$ cat src/hdl/singly_linked_list_engine_defines.svh
// ----------------------------------------------------------------------------
// Singly linked list engine: assertion macros
// Shared macros for the concurrent checks of the list engine.
// ----------------------------------------------------------------------------
`ifndef SINGLY_LINKED_LIST_ENGINE_DEFINES_SVH
`define SINGLY_LINKED_LIST_ENGINE_DEFINES_SVH

// Same-cycle implication, clocked on clock, off during reset.
`define SLL_ASSERT_IMPL(label, pre, post, msg) \
   label: assert property (@(posedge clock) disable iff (reset) (pre) |-> (post)) \
      else $error(msg);

// Next-cycle implication, clocked on clock, off during reset.
`define SLL_ASSERT_NEXT(label, pre, post, msg) \
   label: assert property (@(posedge clock) disable iff (reset) (pre) |=> (post)) \
      else $error(msg);

`endif

$ cat src/hdl/sll_pkg.sv
// ----------------------------------------------------------------------------
// Singly linked list engine: package
// Opcodes, status codes, controller states and transaction structs.
// ----------------------------------------------------------------------------
package sll_pkg;

   typedef enum logic [1:0] {
      OP_APPEND  = 2'd0,
      OP_DELETE  = 2'd1,
      OP_DISPLAY = 2'd2,
      OP_COUNT   = 2'd3
   } opcode_type;

   typedef enum logic [1:0] {
      ST_OK      = 2'd0,
      ST_INVALID = 2'd1,
      ST_EMPTY   = 2'd2,
      ST_FULL    = 2'd3
   } status_type;

   typedef enum logic [1:0] {
      S_IDLE,
      S_WALK,
      S_SHOW
   } state_type;

   typedef struct packed {
      opcode_type         opcode;
      logic signed [31:0] item_value;
      logic [6:0]         position;
   } req_type;

   typedef struct packed {
      status_type         status;
      logic signed [31:0] element;
      logic [6:0]         length;
      logic               last;
   } rsp_type;

   // Node pool commands from the controller
   typedef struct packed {
      logic do_alloc;
      logic do_free;
   } pool_ctrl_type;

endpackage

$ cat src/hdl/sll_mem.sv
// ----------------------------------------------------------------------------
// Singly linked list engine: node memory
// One write port, one read port, read data registered.
// ----------------------------------------------------------------------------
module sll_mem #(
   parameter int DEPTH = 16,
   parameter int WIDTH = 32,
   localparam int AW = (DEPTH > 1) ? $clog2(DEPTH) : 1
) (
   input  logic             clock,
   input  logic             wr_en,
   input  logic [AW-1:0]    wr_addr,
   input  logic [WIDTH-1:0] wr_data,
   input  logic [AW-1:0]    rd_addr,
   output logic [WIDTH-1:0] rd_data
);

   logic [WIDTH-1:0] mem [0:DEPTH-1];
   logic [WIDTH-1:0] rd_data_ff;

   always_ff @(posedge clock) begin
      if (wr_en) begin
         mem[wr_addr] <= wr_data;
      end
   end

   always_ff @(posedge clock) begin
      rd_data_ff <= mem[rd_addr];
   end

   assign rd_data = rd_data_ff;

endmodule

$ cat src/hdl/sll_pool.sv
// ----------------------------------------------------------------------------
// Singly linked list engine: node pool
// Free map of the pool entries with a lowest-free-entry search.
// ----------------------------------------------------------------------------
module sll_pool #(
   parameter int CAPACITY = 16,
   localparam int IDX_W = (CAPACITY > 1) ? $clog2(CAPACITY) : 1
) (
   input  logic                  clock,
   input  logic                  reset,
   input  sll_pkg::pool_ctrl_type ctrl,
   input  logic [IDX_W-1:0]      free_idx,
   output logic [IDX_W-1:0]      free_slot,
   output logic                  none_free
);

   import sll_pkg::*;

   logic [CAPACITY-1:0] free_map_ff;
   logic [CAPACITY-1:0] free_map_in;

   // lowest free entry wins
   always_comb begin
      free_slot = '0;
      for (int i = CAPACITY - 1; i >= 0; i--) begin
         if (free_map_ff[i]) begin
            free_slot = IDX_W'(i);
         end
      end
   end

   assign none_free = ~|free_map_ff;

   always_comb begin
      free_map_in = free_map_ff;
      if (ctrl.do_alloc) begin
         free_map_in[free_slot] = 1'b0;
      end
      if (ctrl.do_free) begin
         free_map_in[free_idx] = 1'b1;
      end
   end

   always_ff @(posedge clock) begin
      if (reset) begin
         free_map_ff <= '1;
      end else begin
         free_map_ff <= free_map_in;
      end
   end

endmodule

$ cat src/hdl/singly_linked_list_engine.sv
// ----------------------------------------------------------------------------
// Singly linked list engine
// Bounded singly linked list over a node pool: append, delete, display, count.
// ----------------------------------------------------------------------------
// Usage:
//  - A request transaction (req_data) is taken on a clock edge with start high
//    and busy low. busy stays high while a delete walk or a display runs.
//  - Each response transaction sits on rsp_data for one cycle with rsp_valid
//    high. The receiver cannot stall; every response must be taken as shown.
//  - Append, count and any rejected request: one response, in the cycle after
//    the request; busy never rises. A new request may follow at once.
//  - Delete at position p: the link memory is walked one node per cycle, and
//    the response is registered once node p is reached; busy is high meanwhile.
//  - Display of n nodes: n responses on consecutive cycles, the first after the
//    head node read and the response register, last set on the final one.
//  - Throughput is set by the link memory read: one node per cycle; no new
//    request is taken while a delete walk or a display runs.
//  - Synchronous reset empties the list and marks every pool entry free; the
//    node memories are not cleared and need no clearing pass.
// ----------------------------------------------------------------------------
`include "singly_linked_list_engine_defines.svh"

module singly_linked_list_engine #(
   parameter int CAPACITY = 16
) (
   input  logic             clock,
   input  logic             reset,
   input  logic             start,
   output logic             busy,
   input  sll_pkg::req_type req_data,
   output logic             rsp_valid,
   output sll_pkg::rsp_type rsp_data
);

   import sll_pkg::*;

   localparam int IDX_W = (CAPACITY > 1) ? $clog2(CAPACITY) : 1;
   localparam int CNT_W = $clog2(CAPACITY + 1);

   // controller state
   state_type          state_ff, state_in;
   logic [IDX_W-1:0]   head_ff, head_in;
   logic [IDX_W-1:0]   tail_ff, tail_in;
   logic [CNT_W-1:0]   count_ff, count_in;
   logic [IDX_W-1:0]   cur_ff, cur_in;
   logic [IDX_W-1:0]   prev_ff, prev_in;
   logic               prev_ok_ff, prev_ok_in;
   logic [CNT_W-1:0]   remain_ff, remain_in;
   logic               rsp_valid_ff, rsp_valid_in;
   rsp_type            rsp_data_ff, rsp_data_in;

   // memory and pool ports
   logic               val_we;
   logic [IDX_W-1:0]   val_waddr;
   logic [31:0]        val_wdata;
   logic [31:0]        val_rdata;
   logic               lnk_we;
   logic [IDX_W-1:0]   lnk_waddr;
   logic [IDX_W-1:0]   lnk_wdata;
   logic [IDX_W-1:0]   lnk_rdata;
   logic [IDX_W-1:0]   rd_addr;
   pool_ctrl_type      pool_ctrl;
   logic [IDX_W-1:0]   free_slot;
   logic               none_free;

   logic               accept;
   logic               list_empty;
   logic               del_valid;
   logic               walk_done;
   logic               show_done;

   assign busy       = (state_ff != S_IDLE);
   assign accept     = start & ~busy;
   assign list_empty = (count_ff == '0);
   // position nonzero, list non-empty, position within the length
   assign del_valid  = (req_data.position != 7'd0) && !list_empty &&
                       (req_data.position <= 7'(count_ff));
   assign walk_done  = (remain_ff == '0);
   assign show_done  = (remain_ff == CNT_W'(1));

   // Value and link stores. Writes only happen on the accept cycle of an
   // append or the final cycle of a delete, and every read comes on a later
   // edge, so no forwarding is needed.
   sll_mem #(
      .DEPTH (CAPACITY),
      .WIDTH (32)
   ) u_val_mem (
      .clock   (clock),
      .wr_en   (val_we),
      .wr_addr (val_waddr),
      .wr_data (val_wdata),
      .rd_addr (rd_addr),
      .rd_data (val_rdata)
   );

   sll_mem #(
      .DEPTH (CAPACITY),
      .WIDTH (IDX_W)
   ) u_lnk_mem (
      .clock   (clock),
      .wr_en   (lnk_we),
      .wr_addr (lnk_waddr),
      .wr_data (lnk_wdata),
      .rd_addr (rd_addr),
      .rd_data (lnk_rdata)
   );

   sll_pool #(
      .CAPACITY (CAPACITY)
   ) u_pool (
      .clock     (clock),
      .reset     (reset),
      .ctrl      (pool_ctrl),
      .free_idx  (cur_ff),
      .free_slot (free_slot),
      .none_free (none_free)
   );

   // next state
   always_comb begin
      state_in = state_ff;
      unique case (state_ff)
         S_IDLE: begin
            if (accept) begin
               if (req_data.opcode == OP_DELETE && del_valid) begin
                  state_in = S_WALK;
               end else if (req_data.opcode == OP_DISPLAY && !list_empty) begin
                  state_in = S_SHOW;
               end
            end
         end
         S_WALK: begin
            if (walk_done) begin
               state_in = S_IDLE;
            end
         end
         S_SHOW: begin
            if (show_done) begin
               state_in = S_IDLE;
            end
         end
         default: state_in = S_IDLE;
      endcase
   end

   // datapath, memory and pool controls, responses
   always_comb begin
      head_in      = head_ff;
      tail_in      = tail_ff;
      count_in     = count_ff;
      cur_in       = cur_ff;
      prev_in      = prev_ff;
      prev_ok_in   = prev_ok_ff;
      remain_in    = remain_ff;
      val_we       = 1'b0;
      val_waddr    = free_slot;
      val_wdata    = req_data.item_value;
      lnk_we       = 1'b0;
      lnk_waddr    = tail_ff;
      lnk_wdata    = free_slot;
      rd_addr      = cur_ff;
      pool_ctrl    = '0;
      rsp_valid_in = 1'b0;
      rsp_data_in  = '{status: ST_OK, element: '0, length: 7'(count_ff), last: 1'b1};

      unique case (state_ff)
         S_IDLE: begin
            if (accept) begin
               unique case (req_data.opcode)
                  OP_APPEND: begin
                     rsp_valid_in = 1'b1;
                     if (none_free) begin
                        rsp_data_in.status = ST_FULL;
                     end else begin
                        // the tail's own link is never followed, so it is
                        // left unwritten until the next append
                        val_we             = 1'b1;
                        lnk_we             = !list_empty;
                        pool_ctrl.do_alloc = 1'b1;
                        if (list_empty) begin
                           head_in = free_slot;
                        end
                        tail_in            = free_slot;
                        count_in           = count_ff + CNT_W'(1);
                        rsp_data_in.length = 7'(count_in);
                     end
                  end
                  OP_DELETE: begin
                     if (req_data.position == 7'd0) begin
                        rsp_valid_in       = 1'b1;
                        rsp_data_in.status = ST_INVALID;
                     end else if (list_empty) begin
                        rsp_valid_in       = 1'b1;
                        rsp_data_in.status = ST_EMPTY;
                     end else if (!del_valid) begin
                        rsp_valid_in       = 1'b1;
                        rsp_data_in.status = ST_INVALID;
                     end else begin
                        rd_addr    = head_ff;
                        cur_in     = head_ff;
                        prev_ok_in = 1'b0;
                        remain_in  = CNT_W'(req_data.position - 7'd1);
                     end
                  end
                  OP_DISPLAY: begin
                     if (list_empty) begin
                        rsp_valid_in       = 1'b1;
                        rsp_data_in.status = ST_EMPTY;
                     end else begin
                        rd_addr   = head_ff;
                        remain_in = count_ff;
                     end
                  end
                  OP_COUNT: begin
                     rsp_valid_in = 1'b1;
                  end
                  default: begin
                     rsp_valid_in = 1'b1;
                  end
               endcase
            end
         end
         S_WALK: begin
            // lnk_rdata holds the link of cur_ff
            if (walk_done) begin
               if (prev_ok_ff) begin
                  lnk_we    = 1'b1;
                  lnk_waddr = prev_ff;
                  lnk_wdata = lnk_rdata;
               end else begin
                  head_in = lnk_rdata;
               end
               if (tail_ff == cur_ff) begin
                  tail_in = prev_ff;
               end
               pool_ctrl.do_free  = 1'b1;
               count_in           = count_ff - CNT_W'(1);
               rsp_valid_in       = 1'b1;
               rsp_data_in.length = 7'(count_in);
            end else begin
               prev_in    = cur_ff;
               prev_ok_in = 1'b1;
               cur_in     = lnk_rdata;
               rd_addr    = lnk_rdata;
               remain_in  = remain_ff - CNT_W'(1);
            end
         end
         S_SHOW: begin
            rsp_valid_in        = 1'b1;
            rsp_data_in.element = val_rdata;
            rsp_data_in.last    = show_done;
            rd_addr             = lnk_rdata;
            remain_in           = remain_ff - CNT_W'(1);
         end
         default: begin
         end
      endcase
   end

   always_ff @(posedge clock) begin
      if (reset) begin
         state_ff     <= S_IDLE;
         count_ff     <= '0;
         rsp_valid_ff <= 1'b0;
      end else begin
         state_ff     <= state_in;
         count_ff     <= count_in;
         rsp_valid_ff <= rsp_valid_in;
      end
   end

   // head and tail are only meaningful while the count is nonzero
   always_ff @(posedge clock) begin
      head_ff     <= head_in;
      tail_ff     <= tail_in;
      cur_ff      <= cur_in;
      prev_ff     <= prev_in;
      prev_ok_ff  <= prev_ok_in;
      remain_ff   <= remain_in;
      rsp_data_ff <= rsp_data_in;
   end

   assign rsp_valid = rsp_valid_ff;
   assign rsp_data  = rsp_data_ff;

   // checks
   `SLL_ASSERT_IMPL(a_pool_matches_count, 1'b1, none_free == (count_ff == CAPACITY), "pool and count disagree")
   `SLL_ASSERT_NEXT(a_append_answers, accept && req_data.opcode == OP_APPEND, rsp_valid && rsp_data.last, "append without response")
   `SLL_ASSERT_IMPL(a_last_frees_engine, rsp_valid && rsp_data.last, state_ff == S_IDLE, "final response while busy")
   `SLL_ASSERT_IMPL(a_partial_only_in_show, rsp_valid && !rsp_data.last, state_ff == S_SHOW, "non-final response outside display")

endmodule

$ cat config.mk
export PLATFORM = sky130hd
export DESIGN_NAME = singly_linked_list_engine
export DESIGN_NICKNAME = d
export VERILOG_FILES = /design/src/hdl/sll_pkg.sv /design/src/hdl/sll_mem.sv /design/src/hdl/sll_pool.sv /design/src/hdl/singly_linked_list_engine.sv
export VERILOG_INCLUDE_DIRS = /design/src /design/src/hdl
export SDC_FILE = /design/constraint.sdc
export NUM_CORES = 1
export LEC_CHECK = 0
export BUFFER_PORTS_ARGS = -buffer_cell sky130_fd_sc_hd__buf_2
export CORE_MARGIN = 2
export CORE_UTILIZATION = 50
export DETAILED_ROUTE_END_ITERATION = 7
export PLACE_DENSITY = 0.66
export SYNTH_ARGS = -nofsm -noshare
export SYNTH_HDL_FRONTEND = slang
export SYNTH_HIERARCHICAL = 1
export SYNTH_SLANG_ARGS = --single-unit
$ cat constraint.sdc
create_clock -name clock -period 15.4 [get_ports clock]
set_clock_uncertainty 0.15 [all_clocks]
set_input_delay 3.08 -clock clock [delete_from_list [all_inputs] [get_ports clock]]
set_output_delay 3.08 -clock clock [all_outputs]
set_load 0.02 [all_outputs]
== Word level (Yosys, flattened, before mapping) ==
Memory sizes are Yosys's and may differ from the RTL's. A register that Yosys moved wholly into a read port is not among the register bits.
Cells that the tools add are included.

* Bits in registers: 88
* Memory bits (writable): 576
* Input port bits: 44
* Word-level logic and storage cells: 196
* Memories: 2

* Add/subtract/negate cells: 4
* $lt $le $gt $ge: 5
* Eq/ne operators: 26
* Multiplexer cells: 112
* Bitwise operators: 6
* Reductions and logical operators: 27

{| class="wikitable"
|+ Memories
! name !! depth !! width !! rd ports !! clocked after memory_dff !! write ports !! RTL line !! source
|-
| u_val_mem.mem || 16 || 32 || 1 || 1 || 1 || sll_mem.sv:18 || <nowiki>logic [WIDTH-1:0] mem [0:DEPTH-1];</nowiki>
|-
| u_lnk_mem.mem || 16 || 4 || 1 || 1 || 1 || sll_mem.sv:18 ||
|}

{| class="wikitable"
|+ Operator list
! cell !! count
|-
| $mux 4 || 41
|-
| $mux 5 || 14
|-
| $mux 16 || 2
|-
| $pmux 4 s2 || 4
|-
| $mux 1 || 29
|-
| $ne 2x2->1 const B || 11
|-
| $pmux 5 s2 || 2
|-
| $mux 2 || 9
|-
| $ne 3x3->1 const B || 6
|-
| $and 16x16->16 || 1
|-
| $not 16->16 || 1
|-
| $or 16x16->16 || 1
|-
| $reduce_or 16->1 || 1
|-
| $pmux 5 s3 || 1
|-
| $sub 5x1->5 const B || 3
|-
| $pmux 7 s2 || 1
|-
| $reduce_and 7->1 || 2
|-
| $pmux 2 s3 || 2
|-
| $pmux 4 s3 || 1
|-
| $logic_not 5->1 || 2
|-
| $lt 4x5->1 const B || 2
|-
| $demux 1 s4 || 2
|-
| $ge 4x1->1 const B || 2
|-
| $reduce_and 8->1 || 1
|-
| 24 further kinds || 39
|}

== Longest topological paths before layout ==
Gate-level depths: netlist (run 1).

* Depth after elaboration: 25
* Mapped depth: 14
* Mapped depth without buffers: 12

== Modules after synthesis ==
Netlist (run 1), hierarchy kept.

{| class="wikitable"
|+ By module, submodules not included
! module !! instances !! cells an instance !! area each (µm²) !! sequential area each (µm²)
|-
| sll_mem at u_val_mem || 1 || 838 || 19,835.3 || 16,015.4
|-
| singly_linked_list_engine || 1 || 382 || 3,619.7 || 1,621.6
|-
| sll_mem at u_lnk_mem || 1 || 130 || 2,666.3 || 2,001.9
|-
| sll_pool || 1 || 112 || 927.1 || 320.3
|}

== Worst setup path after synthesis (run 1) ==
OpenSTA, ideal clock, no wires.

* Path type: input to register
* From: input req_data[39] in the netlist's numbering
* To: memory u_val_mem.mem[0][0] (enable)
* Setup time: 0.461 ns
* Arrival: 6.642 ns
* Data required time: 14.789 ns
* Setup slack: 8.147 ns
* Stages: 6
* Cells stage by stage: inv_1 -> ha_1 -> nand4b_1 -> inv_1 -> or3b_2 -> nor3_1

{| class="wikitable"
|+ RTL lines
! what !! RTL line !! source
|-
| from (decl) || singly_linked_list_engine.sv:30 || <nowiki>input sll_pkg::req_type req_data,</nowiki>
|-
| to (decl) || sll_mem.sv:18 ||
|}

== Worst setup path after layout (run 1) ==
* From: input req_data[0] in the netlist's numbering
* To: register u_val_mem.rd_data_ff[30] (netlist: u_val_mem/rd_data[30]), read port of u_val_mem.mem

* Cells in the longest elaborated chain, start to end: 9
* Elaborated cells on any way between the ends: 11
* Those cells by class: order compare: 1; mux: 6; reduce/logical: 4

{| class="wikitable"
|+ Ends and longest elaborated chain
! what !! RTL line !! source
|-
| branches (longest 5 deep; another with $le 7x5->1) || -- ||
|-
| $mux 4 * || -- ||
|-
| $pmux 4 s2 * || singly_linked_list_engine.sv:169 || <nowiki>unique case (req_data.opcode)</nowiki>
|-
| $mux 4 * || singly_linked_list_engine.sv:168 || <nowiki>if (accept) begin</nowiki>
|-
| $pmux 4 s3 * || singly_linked_list_engine.sv:166 || <nowiki>unique case (state_ff)</nowiki>
|-
| net rd_addr[0] || singly_linked_list_engine.sv:61 || <nowiki>logic [IDX_W-1:0] rd_addr;</nowiki>
|-
| to (decl) || sll_mem.sv:19 || <nowiki>logic [WIDTH-1:0] rd_data_ff;</nowiki>
|}

Mark *: on every way through the listed nets, which the timed path passes.
A chain may end at the register's enable or synchronous reset.

==> summary.md, run 1 <==
| Metric | Value |
|---|---|
| Status | `finished clean` |
| EDFF count, synth | `598` |
| Final setup fails | `0` |
| Share of layout cells above drive strength 1 | `0.248` |
| Area grow syn2layout | `14.0%` |
| Fraction of registers with async set/reset | `0` |
| Setup bufs post-CTS | `0` |
| Worst EP required | `approximately 16000 ps` |
| Crit path max-delay family | `buffers and inverters` |
| Hold buffer count at CTS | `0` |
| Reg2Reg Depth | `12` |
| RR Startpoint | `count_ff[3]$_SDFFE_PP0P_` |
| Critical path fanouts, max | `47` |
| CTS tree | `done` |
| Largest net degree at the start of global routing | `145` |
| # port buffers | `85` |
| Total negative slack | `0 ps` |
| Critical path depth | `14` |
| Peak supply drop | `around 0.00009 V` |
| CP dominant cell by count | `buf_4` |
| Bufs on Longest Clock Path | `3` |
| Register bit count reported by yosys | `698` |
| Final ANT Viol Nets | `0` |
| DR vias | `approximately 14000` |
| Die Height | `237 um` |
| Most used DFF post-synth | `edfxtp_1` |
| Slowest cell on crit path | `buf_4` |
| Pwr/cell area | `134 nW/um^2` |
| Fillers | `4043` |
| First-pass GRT wire length | `roughly 90000 um` |
| Vias/cell | `6.05` |
| Final Hold Vio Count | `0` |
| Hold depth | `1` |
| Final net count | `1645` |
| Root buffer cell | `clkbuf_16` |
| Rel. slew slack | `0.210` |
| Worst Path Class, Setup | `in2reg` |
| Measured slew at the worst slew-check pin | `roughly 1200 ps` |
| Number of max-cap violations | `0` |
| F_max | `roughly 130 MHz` |
| Htree depth | `3` |
| Worst-path cell chain | `buf_2 -> inv_1 -> ha_1 -> or3b_1 -> or4_4 -> and2_4 -> o21ai_4 -> nand3_1 -> a31oi_4 -> buf_4 -> buf_4 -> mux4_2 -> a22oi_1 -> nand2_1` |
| Worst Path Arrival | `7850 ps` |
| CTS Buf Count | `72` |
| Drt first pass iters | `5` |
| Most common library cell in the layout ignoring fill and taps | `edfxtp_1` |
| Clock Latency Late Sink | `a little over 600 ps` |
| Post-synth cell types | `just under 80` |
| Post_cts resized | `0` |
| Standard-cell rows | `85` |
| Total gr overflow | `0` |
| Commonest cells after routing, fill and taps aside | `598 x edfxtp_1, 130 x mux4_2, 101 x nand2_1` |
| Initial antenna violation count | `6` |
| Die width | `237 um` |
| Sequential share of the synthesized area | `0.738` |
| CTS sink cnt | `698` |
| Placeable Area | `53600 sq um` |
| CP bufs+invs | `4` |
| Origin of the worst setup path | `req_data[0]` |
| Fin. max-slew vios | `0` |
| Initial Util | `0.505` |
| Post-Syn Area | `27000 sq um` |
| RSZ-0062 raised after global routing | `false` |
| Routed length per instance | `25.3 um` |
| Hold_sp | `u_val_mem/rd_data[28]$_DFF_P_` |
| Critical path's largest stage delay | `approximately 850 ps` |
| Clock transition at path regs | `60 ps` |
| GRT Total Usage | `0.215` |
| CP Capture Type | `flip-flop` |
| Leakage | `just over 10 nW` |
| Synth warn | `6` |
| Placer Congestion | `0.862` |
| Crit start category | `input port` |
| DRT iter0 DRCs | `about 1300` |
| I/O Pins | `88` |
| Hold Slack | `283 ps` |
| Mean Syn Cell Area | `18.5 sq um` |
| Vias in the first global route | `14400` |
| DRC errors left | `0` |
| Dpl hpwl | `between 20000 and 30000 um` |
| DIE AREA | `56000 sq um` |
| Post-route clock period utilization | `0.488` |
| Total Wirelength | `59000 um` |
| Mapped Cells | `around 1500` |
| Tmin final | `7520 ps` |
| Min-delay worst type | `reg2reg` |
## report_power, final
part	internal [mW]	switching, mW
sequential	2.08	0.0140
clock	1.06	0.720
combinational	0.117	0.147
## synth_stat cells, drive strengths merged (10+ instances only)
master / n / share of area
nor2: 59 / 0.0083
and2: 37 / 0.0087
nor3: 24 / 0.0046
mux2i: 10 / 0.0037
ha: 20 / 0.0093
nand2: 101 / 0.014
inv: 30 / 0.0042
dfxtp: 100 / 0.074
edfxtp: 598 / 0.66
nand3: 16 / 0.0031
xnor2: 10 / 0.0032
a221o: 11 / 0.0041
a22oi: 69 / 0.019
o21ai: 20 / 0.0041
a31oi: 10 / 0.0023
clkbuf: 30 / 0.0042
a21oi: 25 / 0.0048
mux4: 144 / 0.12
buf: 36 / 0.0078
## path summary, 6_finish.rpt
check / end / slack (ps)
hold reg to reg: rsp_data[36]$_SDFF_PP0_ / 280
setup reg to reg: u_val_mem/rd_data[30]$_DFF_P_ / 9870
hold / removal: rsp_data[36]$_SDFF_PP0_ / 280
setup / recovery: u_val_mem/rd_data[30]$_DFF_P_ / 7880
## sequential cells by signal, indices dropped and copies added, names as in the netlist
signal              count
u_val_mem/rd_data      32
prev_ok_ff              1
remain_ff               5
rsp_data               40
u_val_mem/mem         512
prev_ff                 4
head_ff                 4
u_lnk_mem/rd_data       4
cur_ff                  4
u_pool/free_map_ff     16
rsp_valid               1
count_ff                5
state_ff                2
u_lnk_mem/mem          64
tail_ff                 4
## cell families (layout without fill, tap and decap cells)
group / after synthesis / in the layout / synth area share
compound gates: 183 / 183 / 0.0494
xor+xnor: 14 / 14 / 0.00453
fa+ha+maj: 20 / 20 / 0.00925
buf+inv: 98 / 274 / 0.0164
flops: 698 / 698 / 0.738
mux: 163 / 163 / 0.129
other cells: 1 / 3 / 0.000139
simple gates: 285 / 285 / 0.0531
## routing by layer
metal  global-route usage  share of wire  wire length (um)
met5                    0         0.0012                71
met4               0.0733          0.022              1280
met3               0.0384          0.062              3670
met2                0.341           0.48             28300
met1                0.305           0.43             25600
## metrics by stage
stage               area [sq um]   util  power (mW)  worst slack (ps)  std cells
floorplan                  27100      -        2.32              8150       1463
detailed placement         28400  0.529        2.40              7150       2203
global placement           28400  0.529        2.40              7180       2203
global route               30800  0.575        4.27              7460       2336
CTS                        30800  0.575        4.18              7790       2335
finish                     30800  0.575        4.14              7880       2336
## cell type report
type / count / area, sq um / area share
Sequential cell: 698 / 20000 / 0.647
Multi-Input combinational cell: 667 / 6800 / 0.221
Clock buffer: 90 / 1950 / 0.0633
Tap cell: 696 / 871 / 0.0283
Timing Repair Buffer: 110 / 626 / 0.0203
Clock inverter: 42 / 495 / 0.0161
Inverter: 32 / 120 / 0.00390
Antenna cell: 1 / 2.50 / 0.0000812
Note: power is estimated with default switching activity, not from simulation.
==> run 2, diff against run 1 <==
--- a/config.mk
+++ b/config.mk
@@ -10,7 +10,7 @@
 export CORE_MARGIN = 2
 export CORE_UTILIZATION = 50
 export DETAILED_ROUTE_END_ITERATION = 7
-export PLACE_DENSITY = 0.66
+export PLACE_DENSITY = 0.69
 export SYNTH_ARGS = -nofsm -noshare
 export SYNTH_HDL_FRONTEND = slang
 export SYNTH_HIERARCHICAL = 1
==> constraint.sdc (replaced) <==
create_clock -name clock -period 6.9 [get_ports clock]
set_clock_uncertainty 0.15 [all_clocks]
set_input_delay 1.38 -clock clock [delete_from_list [all_inputs] [get_ports clock]]
set_output_delay 1.38 -clock clock [all_outputs]
set_load 0.02 [all_outputs]
==> run 2 against run 1 <==
Effect of this change: clock power increased by 120%; sequential power increased by 120%; critical path depth is 1 lower; hold slack worse by 2.7 ps; core utilization is 0.18 points higher; clock-buffer cell count grew 8; register-to-register slack lost 7500 ps.
==> summary.md, run 2 (synthesis results as in run 1) <==
| Metric | Value |
|---|---|
| Area grow syn2layout | `14.3%` |
| Final Hold Vio Count | `0` |
| Leakage | `10.4 nW` |
| GRT Total Usage | `0.208` |
| Most common library cell in the layout ignoring fill and taps | `edfxtp_1` |
| Largest reg by FF count | `u_val_mem/mem` |
| Hold buffer count at CTS | `0` |
| First-pass GRT wire length | `87000 um` |
| Die width | `237 um` |
| Commonest cells after routing, fill and taps aside | `598 x edfxtp_1, 130 x mux4_2, 101 x nand2_1` |
| Measured slew at the worst slew-check pin | `1160 ps` |
| Htree depth | `3` |
| CP Capture Type | `flip-flop` |
| Rel. slew slack | `0.223` |
| Switching fraction of total power | `0.209` |
| NetSw | `between 1.5 and 2 mW` |
| Status | `finished clean` |
| DRT iter0 DRCs | `1560` |
| F_max | `205 MHz` |
| Peak supply drop | `0.000242 V` |
| Final ANT Viol Nets | `0` |
| Pwr Total | `9.14 mW` |
| Bufs on Longest Clock Path | `3` |
| Clock power frac | `0.423` |
| DR vias | `roughly 14000` |
| Total Wirelength | `57500 um` |
| Clock Latency Late Sink | `600 ps` |
| Min-delay worst type | `reg2reg` |
| DR top layer | `met5` |
| Slowest cell on crit path | `a31oi_4` |
| Vias/cell | `roughly 6` |
| Post_cts resized | `0` |
| Standard-cell rows | `85` |
| Die Height | `237 um` |
| Worst Path Class, Setup | `in2reg` |
| Largest register FFs | `512` |
| Critical path fanouts, max | `15` |
| Crit start category | `input port` |
| Initial antenna violation count | `5` |
| Total gr overflow | `0` |
| Share of layout cells above drive strength 1 | `0.252` |
| Routed length per instance | `between 20 and 25 um` |
| CTS tree | `done` |
| Vias in the first global route | `14000` |
| Hold Slack | `281 ps` |
| Crit path max-delay family | `simple AND/OR/NAND/NOR gates` |
| FF+latch area | `approximately 20000 sq um` |
| DRC errors left | `0` |
| Placeable Area | `53600 sq um` |
| Fillers | `about 4000` |
| Pint | `7.23 mW` |
| Initial Util | `0.505` |
| Fin. max-slew vios | `0` |
| I/O Pins | `88` |
| Tmin final | `4880 ps` |
| Placed cell area | `about 29000 sq um` |
| Post-route clock period utilization | `0.707` |
| Multi-input logic area | `about 6800 sq um` |
| # port buffers | `85` |
| CP bufs+invs | `3` |
| Final net count | `1655` |
| M1 WL | `roughly 24000 um` |
| Number of max-cap violations | `0` |
| Reg power frac | `0.511` |
| Fin area | `30900 sq um` |
| Met2 routed WL | `28000 um` |
| Root buffer cell | `clkbuf_16` |
| Dpl hpwl | `32400 um` |
| Largest net degree at the start of global routing | `145` |
| Setup bufs post-CTS | `0` |
| Placer Congestion | `0.860` |
| Pwr/cell area | `296 nW/um^2` |
| Critical path's largest stage delay | `840 ps` |
| Metal3 WL | `between 3000 and 4000 um` |
| DIE AREA | `56000 sq um` |
| CTS Buf Count | `71` |
| Comb pwr share | `0.067` |
| Total negative slack | `0 ps` |
| RSZ-0062 raised after global routing | `false` |
| Drt first pass iters | `6` |
| Worst EP required | `just over 7000 ps` |
| Final setup fails | `0` |
| Worst-path cell chain | `buf_2 -> inv_1 -> ha_1 -> or3b_1 -> or4_4 -> and2_4 -> o21ai_4 -> nand3_1 -> a31oi_4 -> buf_4 -> mux4_2 -> a22oi_1 -> nand2_1` |
| CTS sink cnt | `698` |
| Clock transition at path regs | `approximately 60 ps` |
| Worst Path Arrival | `5200 ps` |
run 2: cell types whose count changed in the layout (fill, tap and decap cells not counted), moves of 2 or more:
cell	before	now
buf_12	1	7
buf_4	24	29
bufinv_16	9	6
clkbuf_1	12	14
clkbuf_16	74	76
clkbuf_8	4	7
clkinv_8	3	0
inv_6	1	3
run 2: stage by stage:
stage / worst slack, ps / utilization / instances
after floorplan: 1350 / - / 1463
after global placement: 1440 / 0.532 / 2214
after detailed placement: 1360 / 0.532 / 2214
after CTS: 1980 / 0.577 / 2345
after global routing: 1830 / 0.577 / 2345
final: 2020 / 0.577 / 2346
run 2: path summary, 6_finish.rpt:
kind,cells after the start,to,slack [ps],start
worst min-delay path,1,rsp_data[12]$_SDFF_PP0_,280,u_val_mem/rd_data[4]$_DFF_P_
worst max-delay path,13,u_val_mem/rd_data[26]$_DFF_P_,2020,req_data[0]
worst min register to register,1,rsp_data[12]$_SDFF_PP0_,280,u_val_mem/rd_data[4]$_DFF_P_
worst max register to register,11,u_val_mem/rd_data[26]$_DFF_P_,2320,count_ff[2]$_SDFFE_PP0P_
run 2: metal layers:
metal / global-route usage / vias to the layer above
met4: 0.0689 / 8
li1: - / 6149
met5: 0 / -
met2: 0.334 / 481
met1: 0.294 / 7324
met3: 0.0351 / 101
run 2: power groups by stage:
stage                     Sequential [mW]  Clock, mW  Combinational [mW]
after global placement               4.76          0               0.603
after floorplan                      4.75          0               0.424
after detailed placement             4.76          0               0.613
after global routing                 4.67       4.10               0.660
after CTS                            4.67       3.94               0.615
final                                4.67       3.86               0.609
run 2: final cells by class:
type	instances	area share
antenna	1	0.0000809
clock buffer	98	0.0666
clock inverter	33	0.0105
inverter	32	0.00388
multi-input combinational	667	0.220
sequential	698	0.646
tap	696	0.0282
timing repair buffer	121	0.0253
